### src/hw/rtl/dmbm_pkg.sv
// Shared constants and register index codes for the display mode best match block.
// No dependencies; used by the channel interfaces and the top level.

package dmbm_pkg;

  localparam int unsigned DimBitsDefault = 16;
  localparam int unsigned IdW            = 32;
  localparam int unsigned DepthW         = 6;
  localparam int unsigned CfgIdxW        = 2;
  localparam int unsigned CfgDataW       = 16;

  localparam logic [DepthW-1:0] WantedDepthReset = DepthW'(16);

  typedef enum logic [CfgIdxW-1:0] {
    CFG_WANTED_WIDTH  = 2'd0,
    CFG_WANTED_HEIGHT = 2'd1,
    CFG_WANTED_DEPTH  = 2'd2
  } cfg_idx_e;

endpackage

### src/hw/rtl/dmbm_if.sv
// Valid/ready channel interfaces for candidate modes, match results and register writes.
// Depends on dmbm_pkg for field widths.

interface dmbm_mode_if #(
  parameter int unsigned DIM_BITS = dmbm_pkg::DimBitsDefault
);
  logic                       valid;
  logic                       ready;
  logic [dmbm_pkg::IdW-1:0]    mode_id;
  logic                       is_truecolor;
  logic [DIM_BITS-1:0]         mode_width;
  logic [DIM_BITS-1:0]         mode_height;
  logic [dmbm_pkg::DepthW-1:0] mode_depth;
  logic                       last_mode;

  modport source (
    output valid, mode_id, is_truecolor, mode_width, mode_height, mode_depth, last_mode,
    input  ready
  );
  modport sink (
    input  valid, mode_id, is_truecolor, mode_width, mode_height, mode_depth, last_mode,
    output ready
  );
endinterface

interface dmbm_result_if #(
  parameter int unsigned DIM_BITS = dmbm_pkg::DimBitsDefault
);
  logic                       valid;
  logic                       ready;
  logic                       found;
  logic [dmbm_pkg::IdW-1:0]    best_mode_id;
  logic [DIM_BITS-1:0]         best_width;
  logic [DIM_BITS-1:0]         best_height;
  logic [dmbm_pkg::DepthW-1:0] best_depth;

  modport source (
    output valid, found, best_mode_id, best_width, best_height, best_depth,
    input  ready
  );
  modport sink (
    input  valid, found, best_mode_id, best_width, best_height, best_depth,
    output ready
  );
endinterface

interface dmbm_cfg_if;
  logic                         valid;
  logic                         ready;
  logic [dmbm_pkg::CfgIdxW-1:0]  index;
  logic [dmbm_pkg::CfgDataW-1:0] data;

  modport source (output valid, index, data, input ready);
  modport sink   (input valid, index, data, output ready);
endinterface

### src/hw/rtl/display_mode_best_match.sv
// Top level of the display mode best match block.
// Depends on dmbm_pkg and the channel interfaces in dmbm_if.sv.

// Takes one candidate mode per clock while the pipe is not held and returns the
// best fit on the candidate flagged last once it has passed both stages. Stage one
// registers the candidate and forms its score (two absolute differences and one
// DIM_BITS x DIM_BITS multiply); stage two compares that score with the running
// best and updates it, so the best-so-far register loop holds only a compare and
// a select. The input stays open while a result waits in the output register;
// only a last candidate reaching stage two with that register still full holds
// the pipe. Register writes are taken at any time, but candidates already in
// the pipe see the new values, so writes belong between searches with the pipe
// empty.
module display_mode_best_match #(
  parameter int unsigned DIM_BITS = dmbm_pkg::DimBitsDefault
) (
  input  logic                  clk_i,
  input  logic                  rst_ni,
  dmbm_cfg_if.sink              cfg_i,
  dmbm_mode_if.sink             mode_i,
  dmbm_result_if.source         result_o
);

  localparam int unsigned ScoreW = 2 * DIM_BITS;
  localparam int unsigned IdW    = dmbm_pkg::IdW;
  localparam int unsigned DepthW = dmbm_pkg::DepthW;

  // configuration
  logic [DIM_BITS-1:0] wanted_w_q;
  logic [DIM_BITS-1:0] wanted_h_q;
  logic [DepthW-1:0]   wanted_d_q;

  // stage one: registered candidate
  logic                s1_valid_q;
  logic [IdW-1:0]      s1_id_q;
  logic                s1_tc_q;
  logic [DIM_BITS-1:0] s1_w_q;
  logic [DIM_BITS-1:0] s1_h_q;
  logic [DepthW-1:0]   s1_d_q;
  logic                s1_last_q;

  // stage two: scored candidate
  logic                s2_valid_q;
  logic [ScoreW-1:0]   s2_score_q;
  logic [IdW-1:0]      s2_id_q;
  logic                s2_tc_q;
  logic [DIM_BITS-1:0] s2_w_q;
  logic [DIM_BITS-1:0] s2_h_q;
  logic [DepthW-1:0]   s2_d_q;
  logic                s2_last_q;

  // running best
  logic [ScoreW-1:0]   best_score_q, best_score_d;
  logic [IdW-1:0]      best_id_q, best_id_d;
  logic [DIM_BITS-1:0] best_w_q, best_w_d;
  logic [DIM_BITS-1:0] best_h_q, best_h_d;
  logic [DepthW-1:0]   best_d_q, best_d_d;
  logic                have_best_q, have_best_d;

  // result register
  logic                out_valid_q;
  logic                out_found_q;
  logic [IdW-1:0]      out_id_q;
  logic [DIM_BITS-1:0] out_w_q;
  logic [DIM_BITS-1:0] out_h_q;
  logic [DepthW-1:0]   out_d_q;

  logic                out_free;
  logic                s2_fire;
  logic                s2_ready;
  logic                s1_ready;
  logic                in_fire;
  logic                s1_adv;

  logic [DIM_BITS-1:0] dist_w;
  logic [DIM_BITS-1:0] dist_h;
  logic [ScoreW-1:0]   score;

  logic                take;
  logic                lower;

  // handshake
  assign out_free = !out_valid_q || result_o.ready;
  assign s2_fire  = s2_valid_q && (!s2_last_q || out_free);
  assign s2_ready = !s2_valid_q || s2_fire;
  assign s1_ready = !s1_valid_q || s2_ready;
  assign s1_adv   = s1_valid_q && s2_ready;
  assign in_fire  = mode_i.valid && s1_ready;

  assign mode_i.ready = s1_ready;
  assign cfg_i.ready  = 1'b1;

  // configuration registers
  always_ff @(posedge clk_i or negedge rst_ni) begin
    if (!rst_ni) begin
      wanted_w_q <= '0;
      wanted_h_q <= '0;
      wanted_d_q <= dmbm_pkg::WantedDepthReset;
    end else if (cfg_i.valid) begin
      case (cfg_i.index)
        dmbm_pkg::CFG_WANTED_WIDTH:  wanted_w_q <= cfg_i.data[DIM_BITS-1:0];
        dmbm_pkg::CFG_WANTED_HEIGHT: wanted_h_q <= cfg_i.data[DIM_BITS-1:0];
        dmbm_pkg::CFG_WANTED_DEPTH:  wanted_d_q <= cfg_i.data[DepthW-1:0];
        default: ;
      endcase
    end
  end

  // stage one
  always_ff @(posedge clk_i or negedge rst_ni) begin
    if (!rst_ni) begin
      s1_valid_q <= 1'b0;
    end else if (s1_ready) begin
      s1_valid_q <= mode_i.valid;
    end
  end

  always_ff @(posedge clk_i) begin
    if (in_fire) begin
      s1_id_q   <= mode_i.mode_id;
      s1_tc_q   <= mode_i.is_truecolor;
      s1_w_q    <= mode_i.mode_width;
      s1_h_q    <= mode_i.mode_height;
      s1_d_q    <= mode_i.mode_depth;
      s1_last_q <= mode_i.last_mode;
    end
  end

  // score: exact match counts as distance one
  always_comb begin
    if (s1_w_q > wanted_w_q) begin
      dist_w = s1_w_q - wanted_w_q;
    end else if (s1_w_q < wanted_w_q) begin
      dist_w = wanted_w_q - s1_w_q;
    end else begin
      dist_w = DIM_BITS'(1);
    end
    if (s1_h_q > wanted_h_q) begin
      dist_h = s1_h_q - wanted_h_q;
    end else if (s1_h_q < wanted_h_q) begin
      dist_h = wanted_h_q - s1_h_q;
    end else begin
      dist_h = DIM_BITS'(1);
    end
    score = ScoreW'(dist_w) * ScoreW'(dist_h);
  end

  // stage two
  always_ff @(posedge clk_i or negedge rst_ni) begin
    if (!rst_ni) begin
      s2_valid_q <= 1'b0;
    end else if (s2_ready) begin
      s2_valid_q <= s1_valid_q;
    end
  end

  always_ff @(posedge clk_i) begin
    if (s1_adv) begin
      s2_score_q <= score;
      s2_id_q    <= s1_id_q;
      s2_tc_q    <= s1_tc_q;
      s2_w_q     <= s1_w_q;
      s2_h_q     <= s1_h_q;
      s2_d_q     <= s1_d_q;
      s2_last_q  <= s1_last_q;
    end
  end

  // compare with the running best
  always_comb begin
    lower = s2_tc_q && (s2_score_q < best_score_q);
    take  = lower;
    if (s2_tc_q && (s2_score_q == best_score_q)) begin
      if (best_d_q > wanted_d_q) begin
        take = (s2_d_q < best_d_q) && (s2_d_q >= wanted_d_q);
      end else if (best_d_q < wanted_d_q) begin
        take = s2_d_q > best_d_q;
      end
    end

    best_score_d = lower ? s2_score_q : best_score_q;
    best_w_d     = lower ? s2_w_q : best_w_q;
    best_h_d     = lower ? s2_h_q : best_h_q;
    best_id_d    = take ? s2_id_q : best_id_q;
    best_d_d     = take ? s2_d_q : best_d_q;
    have_best_d  = take || have_best_q;
  end

  always_ff @(posedge clk_i or negedge rst_ni) begin
    if (!rst_ni) begin
      best_score_q <= '1;
      best_id_q    <= '0;
      best_w_q     <= '0;
      best_h_q     <= '0;
      best_d_q     <= '0;
      have_best_q  <= 1'b0;
    end else if (s2_fire) begin
      if (s2_last_q) begin
        // search ends, start over
        best_score_q <= '1;
        best_id_q    <= '0;
        best_w_q     <= '0;
        best_h_q     <= '0;
        best_d_q     <= '0;
        have_best_q  <= 1'b0;
      end else begin
        best_score_q <= best_score_d;
        best_id_q    <= best_id_d;
        best_w_q     <= best_w_d;
        best_h_q     <= best_h_d;
        best_d_q     <= best_d_d;
        have_best_q  <= have_best_d;
      end
    end
  end

  // result register
  always_ff @(posedge clk_i or negedge rst_ni) begin
    if (!rst_ni) begin
      out_valid_q <= 1'b0;
    end else if (s2_fire && s2_last_q) begin
      out_valid_q <= 1'b1;
    end else if (result_o.ready) begin
      out_valid_q <= 1'b0;
    end
  end

  always_ff @(posedge clk_i) begin
    if (s2_fire && s2_last_q) begin
      out_found_q <= have_best_d;
      out_id_q    <= have_best_d ? best_id_d : '0;
      out_w_q     <= have_best_d ? best_w_d : '0;
      out_h_q     <= have_best_d ? best_h_d : '0;
      out_d_q     <= have_best_d ? best_d_d : '0;
    end
  end

  assign result_o.valid        = out_valid_q;
  assign result_o.found        = out_found_q;
  assign result_o.best_mode_id = out_id_q;
  assign result_o.best_width   = out_w_q;
  assign result_o.best_height  = out_h_q;
  assign result_o.best_depth   = out_d_q;

endmodule

### src/flat_wrapper.sv
// flat-port wrapper written by rule: the top's interface ports become plain ports
module display_mode_best_match_flat 
#(
  parameter int unsigned DIM_BITS = dmbm_pkg::DimBitsDefault
)
  (clk_i, rst_ni, cfg_i_valid, cfg_i_index, cfg_i_data, cfg_i_ready, mode_i_valid, mode_i_mode_id, mode_i_is_truecolor, mode_i_mode_width, mode_i_mode_height, mode_i_mode_depth, mode_i_last_mode, mode_i_ready, result_o_valid, result_o_found, result_o_best_mode_id, result_o_best_width, result_o_best_height, result_o_best_depth, result_o_ready);
  dmbm_cfg_if cfg_i_i ();
  dmbm_mode_if #(.DIM_BITS(DIM_BITS)) mode_i_i ();
  dmbm_result_if #(.DIM_BITS(DIM_BITS)) result_o_i ();
  input  logic clk_i;
  input  logic rst_ni;
  input wire logic [$bits(cfg_i_i.valid)-1:0] cfg_i_valid;
  input wire logic [$bits(cfg_i_i.index)-1:0] cfg_i_index;
  input wire logic [$bits(cfg_i_i.data)-1:0] cfg_i_data;
  output wire logic [$bits(cfg_i_i.ready)-1:0] cfg_i_ready;
  input wire logic [$bits(mode_i_i.valid)-1:0] mode_i_valid;
  input wire logic [$bits(mode_i_i.mode_id)-1:0] mode_i_mode_id;
  input wire logic [$bits(mode_i_i.is_truecolor)-1:0] mode_i_is_truecolor;
  input wire logic [$bits(mode_i_i.mode_width)-1:0] mode_i_mode_width;
  input wire logic [$bits(mode_i_i.mode_height)-1:0] mode_i_mode_height;
  input wire logic [$bits(mode_i_i.mode_depth)-1:0] mode_i_mode_depth;
  input wire logic [$bits(mode_i_i.last_mode)-1:0] mode_i_last_mode;
  output wire logic [$bits(mode_i_i.ready)-1:0] mode_i_ready;
  output wire logic [$bits(result_o_i.valid)-1:0] result_o_valid;
  output wire logic [$bits(result_o_i.found)-1:0] result_o_found;
  output wire logic [$bits(result_o_i.best_mode_id)-1:0] result_o_best_mode_id;
  output wire logic [$bits(result_o_i.best_width)-1:0] result_o_best_width;
  output wire logic [$bits(result_o_i.best_height)-1:0] result_o_best_height;
  output wire logic [$bits(result_o_i.best_depth)-1:0] result_o_best_depth;
  input wire logic [$bits(result_o_i.ready)-1:0] result_o_ready;
  assign cfg_i_i.valid = cfg_i_valid;
  assign cfg_i_i.index = cfg_i_index;
  assign cfg_i_i.data = cfg_i_data;
  assign cfg_i_ready = cfg_i_i.ready;
  assign mode_i_i.valid = mode_i_valid;
  assign mode_i_i.mode_id = mode_i_mode_id;
  assign mode_i_i.is_truecolor = mode_i_is_truecolor;
  assign mode_i_i.mode_width = mode_i_mode_width;
  assign mode_i_i.mode_height = mode_i_mode_height;
  assign mode_i_i.mode_depth = mode_i_mode_depth;
  assign mode_i_i.last_mode = mode_i_last_mode;
  assign mode_i_ready = mode_i_i.ready;
  assign result_o_valid = result_o_i.valid;
  assign result_o_found = result_o_i.found;
  assign result_o_best_mode_id = result_o_i.best_mode_id;
  assign result_o_best_width = result_o_i.best_width;
  assign result_o_best_height = result_o_i.best_height;
  assign result_o_best_depth = result_o_i.best_depth;
  assign result_o_i.ready = result_o_ready;
  display_mode_best_match #(.DIM_BITS(DIM_BITS)) u_core (.clk_i(clk_i), .rst_ni(rst_ni), .cfg_i(cfg_i_i), .mode_i(mode_i_i), .result_o(result_o_i));
endmodule
### config.mk
export PLATFORM = sky130hd
export DESIGN_NAME = display_mode_best_match_flat
export DESIGN_NICKNAME = d
export VERILOG_FILES = /design/src/hw/rtl/dmbm_pkg.sv /design/src/hw/rtl/dmbm_if.sv /design/src/hw/rtl/display_mode_best_match.sv /design/src/flat_wrapper.sv
export SDC_FILE = /design/constraint.sdc
export NUM_CORES = 1
export LEC_CHECK = 0
export ABC_AREA = 1
export BUFFER_PORTS_ARGS = -buffer_cell sky130_fd_sc_hd__buf_2
export CAP_MARGIN = 20
export CORE_UTILIZATION = 45
export CTS_BUF_LIST = sky130_fd_sc_hd__clkbuf_8
export CTS_CLUSTER_SIZE = 20
export DETAILED_ROUTE_END_ITERATION = 10
export HOLD_SLACK_MARGIN = 0.03
export PLACE_DENSITY = 0.61
export REMOVE_ABC_BUFFERS = 1
export SYNTH_ARGS = -nofsm -noshare
export SYNTH_HDL_FRONTEND = slang
export SYNTH_SLANG_ARGS = --single-unit
### constraint.sdc
create_clock -name clk_i -period 14.6 [get_ports clk_i]
set_input_delay 1.46 -clock clk_i [delete_from_list [all_inputs] [get_ports clk_i]]
set_output_delay 1.46 -clock clk_i [all_outputs]
set_load 0.05 [all_outputs]
==> results.tsv, run 1 <==
stage	metric	value	unit
drt	drt initial violations	1171	
floorplanning	Initial Util	0.455	
global_routing	vias in the first global route	21928	
floorplanning	die height	252	um
global_routing	gr usage total	0.237	
floorplanning	Rows	91	
synth	Cell Area, Synth	28000	um2
clock_tree	clk sinks	391	
synth	dominant synthesized flop cell	edfxtp_1	
clock_tree	post_cts resized	0	
synth	syn avg cell area	9.01	um2
placed_design	RD Place Congestion	0.952	
worst_setup_path	Crit Path Category	flop to flop	
synth	post-synthesis cell count	3109	
sta	Slew @ Worst Pin	1.12	ns
sta	Clock Skew	0.0336	ns
clock_tree	CTS H-tree lvls	3	
synth	FFs w/ async S/R, synth	0.368	
drt	Residual DRC	0	
global_routing	first-pass GRT wire length	117000	um
worst_setup_path	Worst setup EP type	flop	
cells_and_area	Finished Layout Cells	4170	
placed_design	count of buffers from port buffering	167	
floorplanning	Die Wd	252	um
synth	Post-synth top cells	nand2_1 (633), inv_1 (612), nor2_1 (292)	
sta	Peak Freq	124	MHz
clock_tree	Num CTS Buffers	72	
sta	Hold Violations, Final	0	
clock_tree	Root Driver	clkbuf_8	
synth	Yosys reg bits	391	
sta	fin. max-slew vios	0	
outcome	result of the run	completed	
sta	RSZ-0062 raised after global routing	no	
worst_setup_path	CP bufs+invs	8	
worst_setup_path	Slowest cell on crit path	fa_1	
clock_tree	setup bufs post-CTS	0	
clock_tree	clk slew on worst S/H paths	0.06	ns
global_routing	grt ovf	0	
synth	top post-synthesis cells by area	edfxtp_1 (26%), fa_1 (14%), dfrtp_1 (9.9%)	
drt	DR vias/cell	5.08	
sta	crit share post-route	0.551	
job	Max Cap Violations	0	
synth	area share of the largest cell type after synthesis	0.265	
placed_design	post-DP HPWL	54400	um
synth	Yosys warnings	0	
global_routing	largest net degree at the start of global routing	90	
drt	mean routed wirelength per cell	17.3	um
floorplanning	I/O pin cnt	169	
sta	total negative slack	0	ns
worst_setup_path	crit start category	flop	
cells_and_area	share of layout cells above drive strength 1	0.117	
worst_setup_path	CP required	14.99	ns
sta	Rel. slew slack	0.250	
clock_tree	Clock Path Buffers	3	
synth	largest area contributor in the netlist	edfxtp_1	
drt	total wire length	72300	um
synth	register area share after synthesis	0.395	
cells_and_area	post-route cell area	31000	um2
synth	Post-synth EDFFs	247	
worst_setup_path	critical path data arrival time	8.44	ns
floorplanning	die area	63300	um2
synth	Netlist cell types	52	
worst_setup_path	CP dominant cell by count	nand2_1	
clock_tree	Post-CTS Hold Buffers	0	
cells_and_area	Layout Nets	3782	
drt	Vias	21181	
worst_setup_path	Worst path top cell family by delay	adder cells	
worst_setup_path	maximum fanout along the worst path	13	
cells_and_area	Layout area overhead	10.8	%
sta	min cycle time layout	8.05	ns
drt	Detailed Routing Iterations Pass 1	5	
worst_setup_path	Worst path max stage delay	0.55	ns
sta	Final WS setup	6.55	ns
sta	final setup fails	0	
min_path	min-delay worst type	flop to flop	
placed_design	area of placed instances	29500	um2
placed_design	pre-CTS setup slack	6.50	ns
drt	antenna viol nets, final	0	
clock_tree	clk_lat worst skew	0.66	ns
synth	most frequent cell after synthesis	nand2_1	
placed_design	dpl cells	4034	
global_routing	initial antenna violation count	3	
clock_tree	CTS tree	yes	
floorplanning	Core Region	61600	um2
## state kept, by name, summed over array words and instances, names as in the netlist, 32 cells and up
register	count
u_core.best_id_q	32
u_core.best_score_q	32
u_core.result_o.best_mode_id	32
u_core.s1_id_q	32
u_core.s2_id_q	32
u_core.s2_score_q	32
## path summary, 6_finish.rpt
path	slack [ns]	startpoint	cells after the start	end
max in group asynchronous	12.37	rst_ni	2	u_core.best_id_q[8]
worst max register to register	6.55	u_core.s1_w_q[0]	37	u_core.s2_score_q[31]
worst min register to register	0.41	u_core.s1_last_q	0	u_core.s2_last_q
worst min-delay path	0.41	u_core.s1_last_q	0	u_core.s2_last_q
worst max-delay path	6.55	u_core.s1_w_q[0]	37	u_core.s2_score_q[31]
min in group asynchronous	0.88	rst_ni	1	u_core.best_id_q[26]
## cells by family (layout without fill, tap and decap cells)
group           after synthesis  count (layout)  synth area share
compound gates              406             406            0.0835
xor+xnor                     59              59            0.0184
fa+ha+maj                   414             414             0.238
buf+inv                     726             949             0.104
flops                       391             391             0.395
other cells                   1               2          0.000134
simple gates               1112            1112             0.161
## layer usage
metal / track usage / part of all wire / vias up
li1: - / - / 10096
met1: 0.307 / 0.44 / 10443
met2: 0.412 / 0.49 / 534
met3: 0.0328 / 0.048 / 106
met4: 0.0706 / 0.022 / 2
met5: 0 / 0.00018 / -
## stage by stage
step | hold WS (ns) | util
after floorplan | 0.400 | -
after global placement | 0.401 | 0.479
after detailed placement | 0.405 | 0.479
after CTS | 0.410 | 0.503
after global routing | 0.419 | 0.504
final | 0.410 | 0.504
## layout by cell type, fill, tap and decap left out, types with 3 or more instances in the layout
cell / count
o211ai_1: 5
nand2_1: 632
o21ai_4: 8
a21oi_1: 131
o21ai_1: 4
nand3_1: 128
buf_2: 166
o21ai_2: 12
nor2_4: 3
o21ai_0: 171
dfrtp_1: 111
edfxtp_1: 247
inv_1: 644
bufinv_16: 4
a211oi_1: 4
inv_2: 13
buf_4: 15
nand4_1: 7
inv_4: 4
ha_1: 216
o22ai_1: 32
o21bai_1: 11
a21boi_0: 7
a21oi_2: 3
nand2_2: 9
nor2_1: 290
fa_1: 198
xor2_1: 37
nor3_1: 17
clkinvlp_4: 4
clkinv_1: 6
xnor2_1: 22
nand2_4: 7
clkbuf_8: 79
dfstp_2: 33
clkinv_2: 5
a21o_1: 8
nor2_2: 10
o21a_1: 6
## area by class of cell
| cell class | count | area, um2 |
|---|---|---|
| antenna | 1 | 2.50 |
| clock buffer | 79 | 1090 |
| clock inverter | 54 | 374 |
| fill | 5827 | 30600 |
| inverter | 631 | 2380 |
| multi-input combinational | 1992 | 14100 |
| sequential | 391 | 11100 |
| tap | 837 | 1050 |
| timing repair buffer | 185 | 1020 |
Power of run 1 is not shown: default switching activity piles up to over one toggle a cycle in this logic, so the estimate is an artifact.
==> inputs of run 2 (changes only) <==
--- a/config.mk
+++ b/config.mk
@@ -13,7 +13,7 @@
 export CTS_CLUSTER_SIZE = 20
 export DETAILED_ROUTE_END_ITERATION = 10
 export HOLD_SLACK_MARGIN = 0.03
-export PLACE_DENSITY = 0.61
+export PLACE_DENSITY = 0.63
 export REMOVE_ABC_BUFFERS = 1
 export SYNTH_ARGS = -nofsm -noshare
 export SYNTH_HDL_FRONTEND = slang
==> constraint.sdc (replaced) <==
create_clock -name clk_i -period 6.7 [get_ports clk_i]
set_input_delay 0.67 -clock clk_i [delete_from_list [all_inputs] [get_ports clk_i]]
set_output_delay 0.67 -clock clk_i [all_outputs]
set_load 0.05 [all_outputs]
==> run 2 against run 1 <==
The run now ends with negative setup slack left. Worst setup slack lost 6.9 ns. Register-to-register slack got worse by 6.9 ns. Utilization rose by 7.3 points. Routed wire length grew 0.41%. Sequential share of layout area fell by 4.5 points.
==> results.tsv, run 2 (synthesis results as in run 1) <==
stage	metric	value	unit	change
cells_and_area	Layout area overhead	26.8	%	was 10.8%
sta	Clock Skew	0.0308	ns	was 0.0336 ns
sta	total negative slack	-4.03	ns	was 0 ns
worst_setup_path	maximum fanout along the worst path	4		was 13
drt	Vias	22369		was 21181
drt	drt initial violations	1269		was 1171
worst_setup_path	critical path data arrival time	7.40	ns	was 8.44 ns
floorplanning	die area	63300	um2	unchanged
sta	Slew @ Worst Pin	1.10	ns	was 1.12 ns
clock_tree	clk slew on worst S/H paths	0.06	ns	about the same
worst_setup_path	CP required	7.09	ns	was 14.99 ns
global_routing	met1 usage	0.309		was 0.307
sta	RSZ-0062 raised after global routing	yes		was no
clock_tree	Root Driver	clkbuf_8		unchanged
floorplanning	I/O pin cnt	169		unchanged
floorplanning	Core Region	61600	um2	unchanged
drt	Detailed Routing Iterations Pass 1	6		was 5
drt	DR vias/cell	4.87		was 5.08
drt	total wire length	72600	um	was 72300 um
worst_setup_path	CP Launch Point	u_core.wanted_w_q[0]		was u_core.s1_w_q[0]
clock_tree	clk_lat worst skew	0.66	ns	about the same
outcome	failing checks	negative setup slack		
cells_and_area	share of layout cells above drive strength 1	0.277		was 0.117
sta	Rel. slew slack	0.264		was 0.250
sta	Peak Freq	143	MHz	was 124 MHz
placed_design	count of buffers from port buffering	167		unchanged
drt	mean routed wirelength per cell	15.8	um	was 17.3 um
floorplanning	Die Wd	252	um	unchanged
global_routing	M2 GR Usage	0.399		was 0.412
global_routing	grt ovf	0		unchanged
sta	Hold Violations, Final	0		unchanged
floorplanning	Initial Util	0.455		unchanged
floorplanning	die height	252	um	unchanged
worst_setup_path	crit start category	flop		unchanged
cells_and_area	Finished Layout Cells	4597		was 4170
clock_tree	CTS H-tree lvls	3		unchanged
worst_setup_path	worst r2r src	u_core.wanted_w_q[0]		was u_core.s1_w_q[0]
job	Max Cap Violations	0		unchanged
sta	crit share post-route	1.05		was 0.551
clock_tree	Clock Path Buffers	3		unchanged
worst_setup_path	Worst path max stage delay	0.62	ns	was 0.55 ns
global_routing	gr usage total	0.238		was 0.237
min_path	hold path startpoint	mode_i_mode_id[9]		was u_core.s1_last_q
worst_setup_path	CP dominant cell by count	fa_1		was nand2_1
clock_tree	clk sinks	391		unchanged
sta	Final WS setup	-0.311	ns	was 6.55 ns
sta	min cycle time layout	7.01	ns	was 8.05 ns
clock_tree	Num CTS Buffers	69		was 72
global_routing	first-pass GRT wire length	118000	um	was 117000 um
worst_setup_path	Worst setup EP type	flop		unchanged
global_routing	initial antenna violation count	5		was 3
global_routing	GRT Max-Usage Layer	met2		unchanged
worst_setup_path	Crit Path Category	flop to flop		unchanged
sta	fin. max-slew vios	0		unchanged
clock_tree	CTS tree	yes		unchanged
cells_and_area	commonest non-fill, non-tap cell in the layout	inv_1		unchanged
placed_design	post-DP HPWL	54100	um	was 54400 um
drt	antenna viol nets, final	0		unchanged
cells_and_area	most frequent cells in the layout	inv_1 (597), nand2_1 (586), buf_4 (401)		was inv_1 (644), nand2_1 (632), nor2_1 (290)
placed_design	dpl cells	4389		was 4034
min_path	min-delay worst type	input pin to flop		was flop to flop
placed_design	pre-CTS setup slack	-0.654	ns	was 6.50 ns
outcome	result of the run	complete, but fails checks		was completed
global_routing	largest net degree at the start of global routing	77		was 90
global_routing	vias in the first global route	23164		was 21928
sta	final setup fails	17		was 0
worst_setup_path	Slowest cell on crit path	fa_1		unchanged
cells_and_area	Layout Nets	4210		was 3782
global_routing	met3 Use GR	0.0416		was 0.0328
floorplanning	Rows	91		unchanged
drt	Residual DRC	0		unchanged
placed_design	RD Place Congestion	0.919		was 0.952
-- run 2: what timing repair did --
action | 4_1_cts | 5_1_grt
setup buffers | 54 | 25
pin swaps | 85 | 69
endpoints found under the setup margin | 21 | 24
hold buffers | 1 | 0
resized for setup | 222 | 108
endpoints found under the hold margin | 1 | 0
-- run 2: layer usage --
| metal | vias to the layer above | share of wire |
|---|---|---|
| met5 | - | 0.00039 |
| li1 | 10952 | - |
| met1 | 10741 | 0.44 |
| met2 | 525 | 0.48 |
| met4 | 4 | 0.029 |
| met3 | 147 | 0.054 |
-- run 2: critical path: cells and delay by family (launching register included) --
family,cells,cell delay (ns)
XOR/XNOR,2,0.29
adder cells (fa/ha/maj),9,3.83
flip-flops,1,0.40
AND/OR/NAND/NOR,5,0.39
AO/OA/AOI/OAI,6,0.75
buffers and inverters,11,1.08
-- run 2: area by class of cell --
cell class | count | area [um2]
Inverter | 631 | 2410
Sequential cell | 391 | 11100
Clock inverter | 46 | 250
Antenna cell | 3 | 7.51
Timing Repair Buffer | 616 | 4490
Tap cell | 837 | 1050
Multi-Input combinational cell | 1992 | 15100
Fill cell | 5460 | 26100
Clock buffer | 81 | 1110
-- run 2: metrics by stage --
| stage | area (um2) | hold WS [ns] | util |
|---|---|---|---|
| global placement | 32300 | 0.402 | 0.524 |
| CTS | 34900 | 0.128 | 0.567 |
| floorplan | 27500 | 0.374 | - |
| global route | 35500 | 0.152 | 0.577 |
| detailed placement | 32300 | 0.405 | 0.524 |
| finish | 35500 | 0.187 | 0.577 |
-- run 2: path summary, 6_finish.rpt --
check	end	slack, ns	cells after the start
worst max-delay path	u_core.s2_score_q[22]	-0.31	33
worst min-delay path	u_core.s1_id_q[9]	0.19	1
worst max register to register	u_core.s2_score_q[22]	-0.31	33
worst min register to register	u_core.s2_id_q[7]	0.40	0
max in group asynchronous	u_core.wanted_h_q[3]	4.56	3
min in group asynchronous	u_core.best_id_q[9]	0.60	2
Power of run 2 is left out for the same reason.
